### src/hw/rtl/mi4_pkg.sv
`timescale 1ns / 1ps
`default_nettype none
// shared types, constants and cofactor step plan for the 4x4 matrix inverse
package mi4_pkg;

    // width of one multiplier digit taken from the wide operand
    localparam int CHUNK_BITS = 16;

    localparam logic [3:0] LAST_COF_STEP = 4'd8;
    localparam logic [3:0] LAST_DET_STEP = 4'd3;
    localparam logic [3:0] LAST_COF_IDX  = 4'd15;
    localparam logic [1:0] LAST_POS      = 2'd3;

    typedef enum logic [2:0] {
        ST_IDLE,
        ST_FETCH_A,
        ST_FETCH_B,
        ST_MUL,
        ST_ROW,
        ST_DIV_GO,
        ST_DIV,
        ST_EMIT
    } state_t;

    typedef enum logic {
        PH_COF,
        PH_DET
    } phase_t;

    // kind of wide operand, sets the number of digits
    typedef enum logic [1:0] {
        OP_ELEM,
        OP_MINOR,
        OP_COF
    } opnd_t;

    typedef struct packed {
        logic  start;
        opnd_t kind;
    } mul_ctrl_t;

    // one multiply-accumulate of a cofactor: positions among the kept rows/columns
    typedef struct packed {
        logic [1:0] a_rpos;
        logic [1:0] a_cpos;
        logic       b_minor;
        logic [1:0] b_rpos;
        logic [1:0] b_cpos;
        logic [1:0] m_idx;
        logic       neg;
        logic       clear;
        logic       last;
    } step_t;

    // index of the n-th kept row or column when one is removed
    function automatic logic [1:0] pick(input logic [1:0] pos, input logic [1:0] skip);
        logic [1:0] r;
        r = (pos >= skip) ? pos + 2'd1 : pos;
        return r;
    endfunction

    // three 2x2 minors, then the expansion along the first kept row
    function automatic step_t cof_step(input logic [3:0] s);
        step_t st;
        st = '0;
        unique case (s)
            4'd0: st = step_t'{2'd1, 2'd1, 1'b0, 2'd2, 2'd2, 2'd0, 1'b0, 1'b1, 1'b0};
            4'd1: st = step_t'{2'd1, 2'd2, 1'b0, 2'd2, 2'd1, 2'd0, 1'b1, 1'b0, 1'b1};
            4'd2: st = step_t'{2'd1, 2'd0, 1'b0, 2'd2, 2'd2, 2'd1, 1'b0, 1'b1, 1'b0};
            4'd3: st = step_t'{2'd1, 2'd2, 1'b0, 2'd2, 2'd0, 2'd1, 1'b1, 1'b0, 1'b1};
            4'd4: st = step_t'{2'd1, 2'd0, 1'b0, 2'd2, 2'd1, 2'd2, 1'b0, 1'b1, 1'b0};
            4'd5: st = step_t'{2'd1, 2'd1, 1'b0, 2'd2, 2'd0, 2'd2, 1'b1, 1'b0, 1'b1};
            4'd6: st = step_t'{2'd0, 2'd0, 1'b1, 2'd0, 2'd0, 2'd0, 1'b0, 1'b1, 1'b0};
            4'd7: st = step_t'{2'd0, 2'd1, 1'b1, 2'd0, 2'd0, 2'd1, 1'b1, 1'b0, 1'b0};
            4'd8: st = step_t'{2'd0, 2'd2, 1'b1, 2'd0, 2'd0, 2'd2, 1'b0, 1'b0, 1'b1};
            default: st = '0;
        endcase
        return st;
    endfunction

endpackage
`default_nettype wire

### src/hw/rtl/mi4_mul.sv
`timescale 1ns / 1ps
`default_nettype none
// shared multiplier: element times wide operand, one 16-bit digit per cycle
module mi4_mul #(
    parameter int DW = 32,
    parameter int MW = 66,
    parameter int BW = 112,
    parameter int AW = 134
) (
    input  logic                   clk,
    input  logic                   rst_n,
    input  mi4_pkg::mul_ctrl_t     ctrl,
    input  logic signed [DW-1:0]   a,
    input  logic signed [BW-1:0]   b,
    output logic signed [AW-1:0]   p,
    output logic                   done
);
    import mi4_pkg::*;

    localparam int NCH_C = BW / CHUNK_BITS;
    localparam int NCH_M = (MW + CHUNK_BITS - 1) / CHUNK_BITS;
    localparam int NCH_E = (DW + CHUNK_BITS - 1) / CHUNK_BITS;
    localparam int KW    = $clog2(NCH_C);

    logic signed [DW-1:0]         a_reg;
    logic        [BW-1:0]         b_reg;
    logic        [KW-1:0]         k_reg;
    logic        [KW-1:0]         k_top;
    logic signed [AW-1:0]         p_reg;
    logic signed [AW-1:0]         p_next;
    logic                         run_reg;
    logic                         first_reg;
    logic                         done_reg;
    logic        [CHUNK_BITS-1:0] chunk;
    logic signed [CHUNK_BITS:0]   digit;
    logic signed [DW+CHUNK_BITS:0] prod;

    // top digit index for the operand kind
    always_comb
    begin
        unique case (ctrl.kind)
            OP_ELEM:  k_top = KW'(NCH_E - 1);
            OP_MINOR: k_top = KW'(NCH_M - 1);
            default:  k_top = KW'(NCH_C - 1);
        endcase
    end

    // digits from the top down; only the top one carries the sign
    always_comb
    begin
        chunk  = b_reg[k_reg*CHUNK_BITS +: CHUNK_BITS];
        digit  = $signed({first_reg & chunk[CHUNK_BITS-1], chunk});
        prod   = a_reg * digit;
        p_next = (first_reg ? AW'(0) : (p_reg <<< CHUNK_BITS)) + AW'(prod);
    end

    // control
    always_ff @(posedge clk or negedge rst_n)
    begin
        if (!rst_n)
        begin
            run_reg   <= 1'b0;
            first_reg <= 1'b0;
            done_reg  <= 1'b0;
        end
        else
        begin
            done_reg <= run_reg && (k_reg == '0);
            if (ctrl.start)
            begin
                run_reg   <= 1'b1;
                first_reg <= 1'b1;
            end
            else if (run_reg)
            begin
                first_reg <= 1'b0;
                if (k_reg == '0)
                begin
                    run_reg <= 1'b0;
                end
            end
        end
    end

    // operands and partial product
    always_ff @(posedge clk)
    begin
        if (ctrl.start)
        begin
            a_reg <= a;
            b_reg <= b;
            k_reg <= k_top;
        end
        else if (run_reg)
        begin
            p_reg <= p_next;
            if (k_reg != '0)
            begin
                k_reg <= k_reg - KW'(1);
            end
        end
    end

    assign p    = p_reg;
    assign done = done_reg;

endmodule
`default_nettype wire

### config.mk
export PLATFORM = sky130hd
export DESIGN_NAME = mi4_mul
export DESIGN_NICKNAME = d
export VERILOG_FILES = /design/src/hw/rtl/mi4_pkg.sv /design/src/hw/rtl/mi4_mul.sv
export SDC_FILE = /design/constraint.sdc
export NUM_CORES = 2
export LEC_CHECK = 0
export BUFFER_PORTS_ARGS = -buffer_cell sky130_fd_sc_hd__buf_2
export CORE_MARGIN = 1
export CORE_UTILIZATION = 55
export DETAILED_ROUTE_END_ITERATION = 10
export HOLD_SLACK_MARGIN = 0.12
export PLACE_DENSITY = 0.79
export SYNTH_ARGS = -nofsm -noshare
export SYNTH_HDL_FRONTEND = slang
export SYNTH_SLANG_ARGS = --single-unit
### constraint.sdc
create_clock -name clk -period 32.8 [get_ports clk]
set_input_delay 8.2 -clock clk [delete_from_list [all_inputs] [get_ports clk]]
set_output_delay 8.2 -clock clk [all_outputs]
set_load 0.02 [all_outputs]
; After elaboration in Yosys (flattened, before gate mapping)
; Index checks and enable logic that the tools add are counted.
[classes]
addsub = 2
mul = 1
div = 0
magnitude_cmp = 0
n_eq_ne = 1
shifts = 1
mux = 10
bitwise = 2
n_reduce_logical = 8
[op_table]
columns = operator, n
row1 = $add 134x49->134, 1
row2 = $mux 134, 1
row3 = $shiftx 112x8->16, 1
row4 = $mul 32x17->49, 1
row5 = $mux 3, 3
row6 = $pmux 3 s2, 1
row7 = $mux 1, 5
row8 = $reduce_and 2->1, 2
row9 = $reduce_bool 2->1, 2
row10 = $logic_not 3->1, 1
row11 = $reduce_bool 3->1, 1
row12 = $sub 3x1->3 const B, 1
row13 = $eq 2x1->1 const B, 1
row14 = $logic_not 2->1, 1
row15 = $and 1x1->1, 1
row16 = $logic_and 1x1->1, 1
row17 = $not 1->1, 1
[totals]
ff_bits = 284
latchBits = 0
mem_bits_rw = 0
rom_bits = 0
in_bits = 149
wordCells = 32
mem_count = 0

; Logic depth before layout (Yosys ltp)
[logic_depth]
depth_word = 4
ltp_mapped = 35
depth_no_buf = 32

; Worst setup path before layout
; Ideal clock, no wire load.
[synth_path]
path_type = input -> register
startpoint = input port ctrl[2] (netlist name)
endpoint = register p_reg[0], in the netlist p[0] (enable)
setup_time_ns = 0.630
arrival_ns = 13.969
required_ns = 32.170
path_slack_ns = 18.201
cell_stages = 2
cell_sequence = clkbuf_1 nor2_1
[synth_between]
elab_chain_len = 2
[synth_rtl]
columns = item, line
row1 = start: declaration, mi4_mul.sv:12  ; input mi4_pkg::mul_ctrl_t ctrl,
row2 = $not 1->1 (no source line), n/a
row3 = $reduce_and 2->1 (no source line), n/a
row4 = end signal: assignment, mi4_mul.sv:96  ; p_reg <= p_next;
row5 = end: declaration, mi4_mul.sv:29  ; logic signed [AW-1:0] p_reg;
; Every way passes these cells.
; A chain may end at the register's enable or synchronous reset.

; Final worst setup path
[layout_path]
startpoint = register k_reg[0]
endpoint = register p_reg[125], in the netlist p[125] (data pin)
[layout_between]
elab_chain_len = 4
[layout_rtl]
columns = item, line
row1 = start: declaration, mi4_mul.sv:27  ; logic [KW-1:0] k_reg;
row2 = start signal: assignment, mi4_mul.sv:92  ; k_reg <= k_top;
row3 = start signal: assignment, mi4_mul.sv:99  ; k_reg <= k_reg - KW'(1);
row4 = $shiftx 112x8->16 *, mi4_mul.sv:51  ; chunk = b_reg[k_reg*CHUNK_BITS +: CHUNK_BITS];
row5 = $and 1x1->1, mi4_mul.sv:52  ; digit = $signed({first_reg & chunk[CHUNK_BITS-1], chunk});
row6 = $mul 32x17->49 *, mi4_mul.sv:53  ; prod = a_reg * digit;
row7 = $add 134x49->134 *, mi4_mul.sv:54  ; p_next = (first_reg ? AW'(0) : (p_reg <<< CHUNK_BITS)) + AW'(prod);
row8 = named net p_next[125], mi4_mul.sv:30  ; logic signed [AW-1:0] p_next;
; The timed path passes the listed nets; every way through them passes the cells marked *.

==> reports/results.tsv <==
metric	value	unit
outcome	completed	
Yosys top cell area share	41.1	%
vias in the first global route	37172	
via count	34300	
Worst slew margin	27.9	%
Final nets	6532	
max-cap violation count	0	
ANT nets after route	0	
worst-margin pin slew	1.08	ns
Total GRT Usage	30.0	%
Final setup viols	0	
vias per cell	5.47	
slowest CP cell	fa_4	
std cell rows	108	
CTS root buf	clkbuf_16	
remaining global-route overflow	0	
clk buf depth	3	
Slowest Stage Delay on Critical Path	0.85	ns
port bufs	283	
CTS Sinks	284	
cts repair resizes	0	
distinct cell type count of the synthesized netlist	70	
Max Fclk	85.7	MHz
Worst Path Arrival	12.01	ns
cts hold-fix bufs	0	
synth-to-layout area growth	7.62	%
synthesis warning total	0	
clock skew	0.0328	ns
maximum fanout along the worst path	34	
DIE HEIGHT	299	um
critical path endpoint category	flop	
initial antenna violation count	19	
Avg WL per Cell	20.5	um
worst skew pair latency	0.62	ns
router iterations before antenna repair	5	
top_reg_cell synth	edfxtp_1	
Setup CP Type	reg -> reg	
Post-Syn Area per Cell	9.87	um2
HPWL Detailed	105000	um
Die W	299	um
CTS tree	built	
setup bufs post-CTS	0	
layout cells sized above 1	8.55	%
Total Neg Setup Slack	0	ns
CTS H-tree depth	2	
GP Congestion	0.967	
largest net degree at the start of global routing	87	
I/O pin count	284	
top post-synthesis cells by area	fa_1 41%, edfxtp_1 17%, inv_1 10%	
async set-reset flop share out of synthesis	1.06	%
register bit total from synthesis	284	
unrepaired setup endpoints after global routing	false	
final hold violation count	0	
register area share after synthesis	17.6	%
Core Area	87000	um2
first-pass GRT wire length	206000	um
crit path launch type	flop	
Post-Synthesis Cells	4905	
cell taking the most area after synthesis	fa_1	
WL final	128000	um
type of the worst min-delay path	reg -> reg	
mapped cell area	48400	um2
Period Utilization, post-route	35.6	%
clock-pin slew of the registers on the worst-case setup and hold paths	0.07	ns
initial drt markers	2566	
number of buffers created by CTS	38	
initial core utilization	55.6	%
Synthesized Nets	6365	
post-layout min period	11.66	ns
Largest register FFs	134	
WP data required	33.15	ns
Post-synth EDFFs	281	
Die Area	89200	um2
Max Slew Vio Count	0	
DRC Markers	0	
-- Yosys cell counts, types with 9 or more instances --
cell type and count:
nor2b_1 77, mux4_2 16, o31ai_1 9, xor2_1 56, xnor2_1 81, fa_1 994
o21bai_1 29, a31oi_1 18, a21o_1 73, nand2_1 492, clkbuf_1 162, o21ai_1 16
nand2b_1 130, nor2_1 159, o21a_1 24, o21ai_0 96, and2_1 81, a21oi_1 217
or3_1 13, nand4_1 62, inv_1 1300, a211oi_1 12, edfxtp_1 281, nor3_1 17
a21boi_0 10, ha_1 317, nand3_1 23, mux2i_1 16, and3_1 12, buf_1 16
-- area by class of cell --
cell class	instances	area [um2]
Multi-Input combinational cell	3128	34300
Clock buffer	41	962
Fill cell	7259	34900
Sequential cell	284	8520
Tap cell	1155	1450
Inverter	1300	4880
Timing Repair Buffer	320	1700
Clock inverter	27	249
Antenna cell	12	30.0
-- final timing paths --
| path | startpoint | endpoint | slack [ns] | depth (start not counted) |
|---|---|---|---|---|
| worst max-delay path | k_reg[0] | p[125] | 21.14 | 32 |
| worst min-delay path | run_reg | run_reg | 0.51 | 1 |
| worst max register to register | k_reg[0] | p[125] | 21.14 | 32 |
| worst min register to register | run_reg | run_reg | 0.51 | 1 |
| max in group asynchronous | rst_n | first_reg | 25.31 | 1 |
| min in group asynchronous | rst_n | run_reg | 7.37 | 1 |
-- cell usage in the layout (no fill, tap or decap), types with 29 or more instances in the layout --
| master | synthesis | layout |
|---|---|---|
| and2_1 | 81 | 81 |
| buf_2 | 3 | 282 |
| o21bai_1 | 29 | 29 |
| fa_1 | 994 | 991 |
| o21ai_0 | 96 | 94 |
| buf_4 | 4 | 37 |
| nand2b_1 | 130 | 130 |
| inv_1 | 1300 | 1298 |
| clkbuf_16 | 0 | 38 |
| nand4_1 | 62 | 62 |
| nand2_1 | 492 | 490 |
| nor2b_1 | 77 | 77 |
| nor2_1 | 159 | 158 |
| a21o_1 | 73 | 73 |
| ha_1 | 317 | 317 |
| edfxtp_1 | 281 | 281 |
| a21oi_1 | 217 | 203 |
| xnor2_1 | 81 | 81 |
| xor2_1 | 56 | 56 |
-- stage by stage --
stage	util (%)	cell area, um2	hold slack (ns)	setup WS, ns	instances
6_report	59.9	52100	0.506	21.14	6267
5_1_grt	59.9	52100	0.522	20.61	6266
4_1_cts	59.8	52100	0.507	21.13	6255
3_5_place_dp	58.4	50900	0.493	21.18	6187
3_3_place_gp	58.4	50900	0.487	21.34	6187
2_1_floorplan	-	48400	0.473	18.20	4905
-- layer usage --
layer	track usage, %	part of all wire [%]
met5	0	0.024
met4	13.2	4.7
met3	5.29	7.5
met2	49.0	48
met1	39.5	40
-- worst max-delay path, delay by kind of cell (launching register included) --
family	cells	cell delay [ns]
AOI/OAI and AO/OA	10	2.21
adders and majority gates	7	4.14
buffers and inverters	9	2.66
DFF	1	0.32
muxes	1	0.55
and+or+nand+nor	5	1.42
-- cell families (layout without fill, tap and decap cells) --
| kind of cell | after synthesis | after routing | synth area share [%] |
|---|---|---|---|
| buffers and inverters | 1493 | 1688 | 11.7 |
| adders and majority gates | 1311 | 1311 | 49.3 |
| and+or+nand+nor | 1091 | 1091 | 10.7 |
| AOI/OAI and AO/OA | 557 | 557 | 7.12 |
| DFF | 284 | 284 | 17.6 |
| xor gates and xnor gates | 137 | 137 | 2.48 |
| muxes | 32 | 32 | 1.08 |
| other | 0 | 12 | 0 |
Power is not shown: default switching activity piles up to over one toggle a cycle in this logic, so the estimate is an artifact.
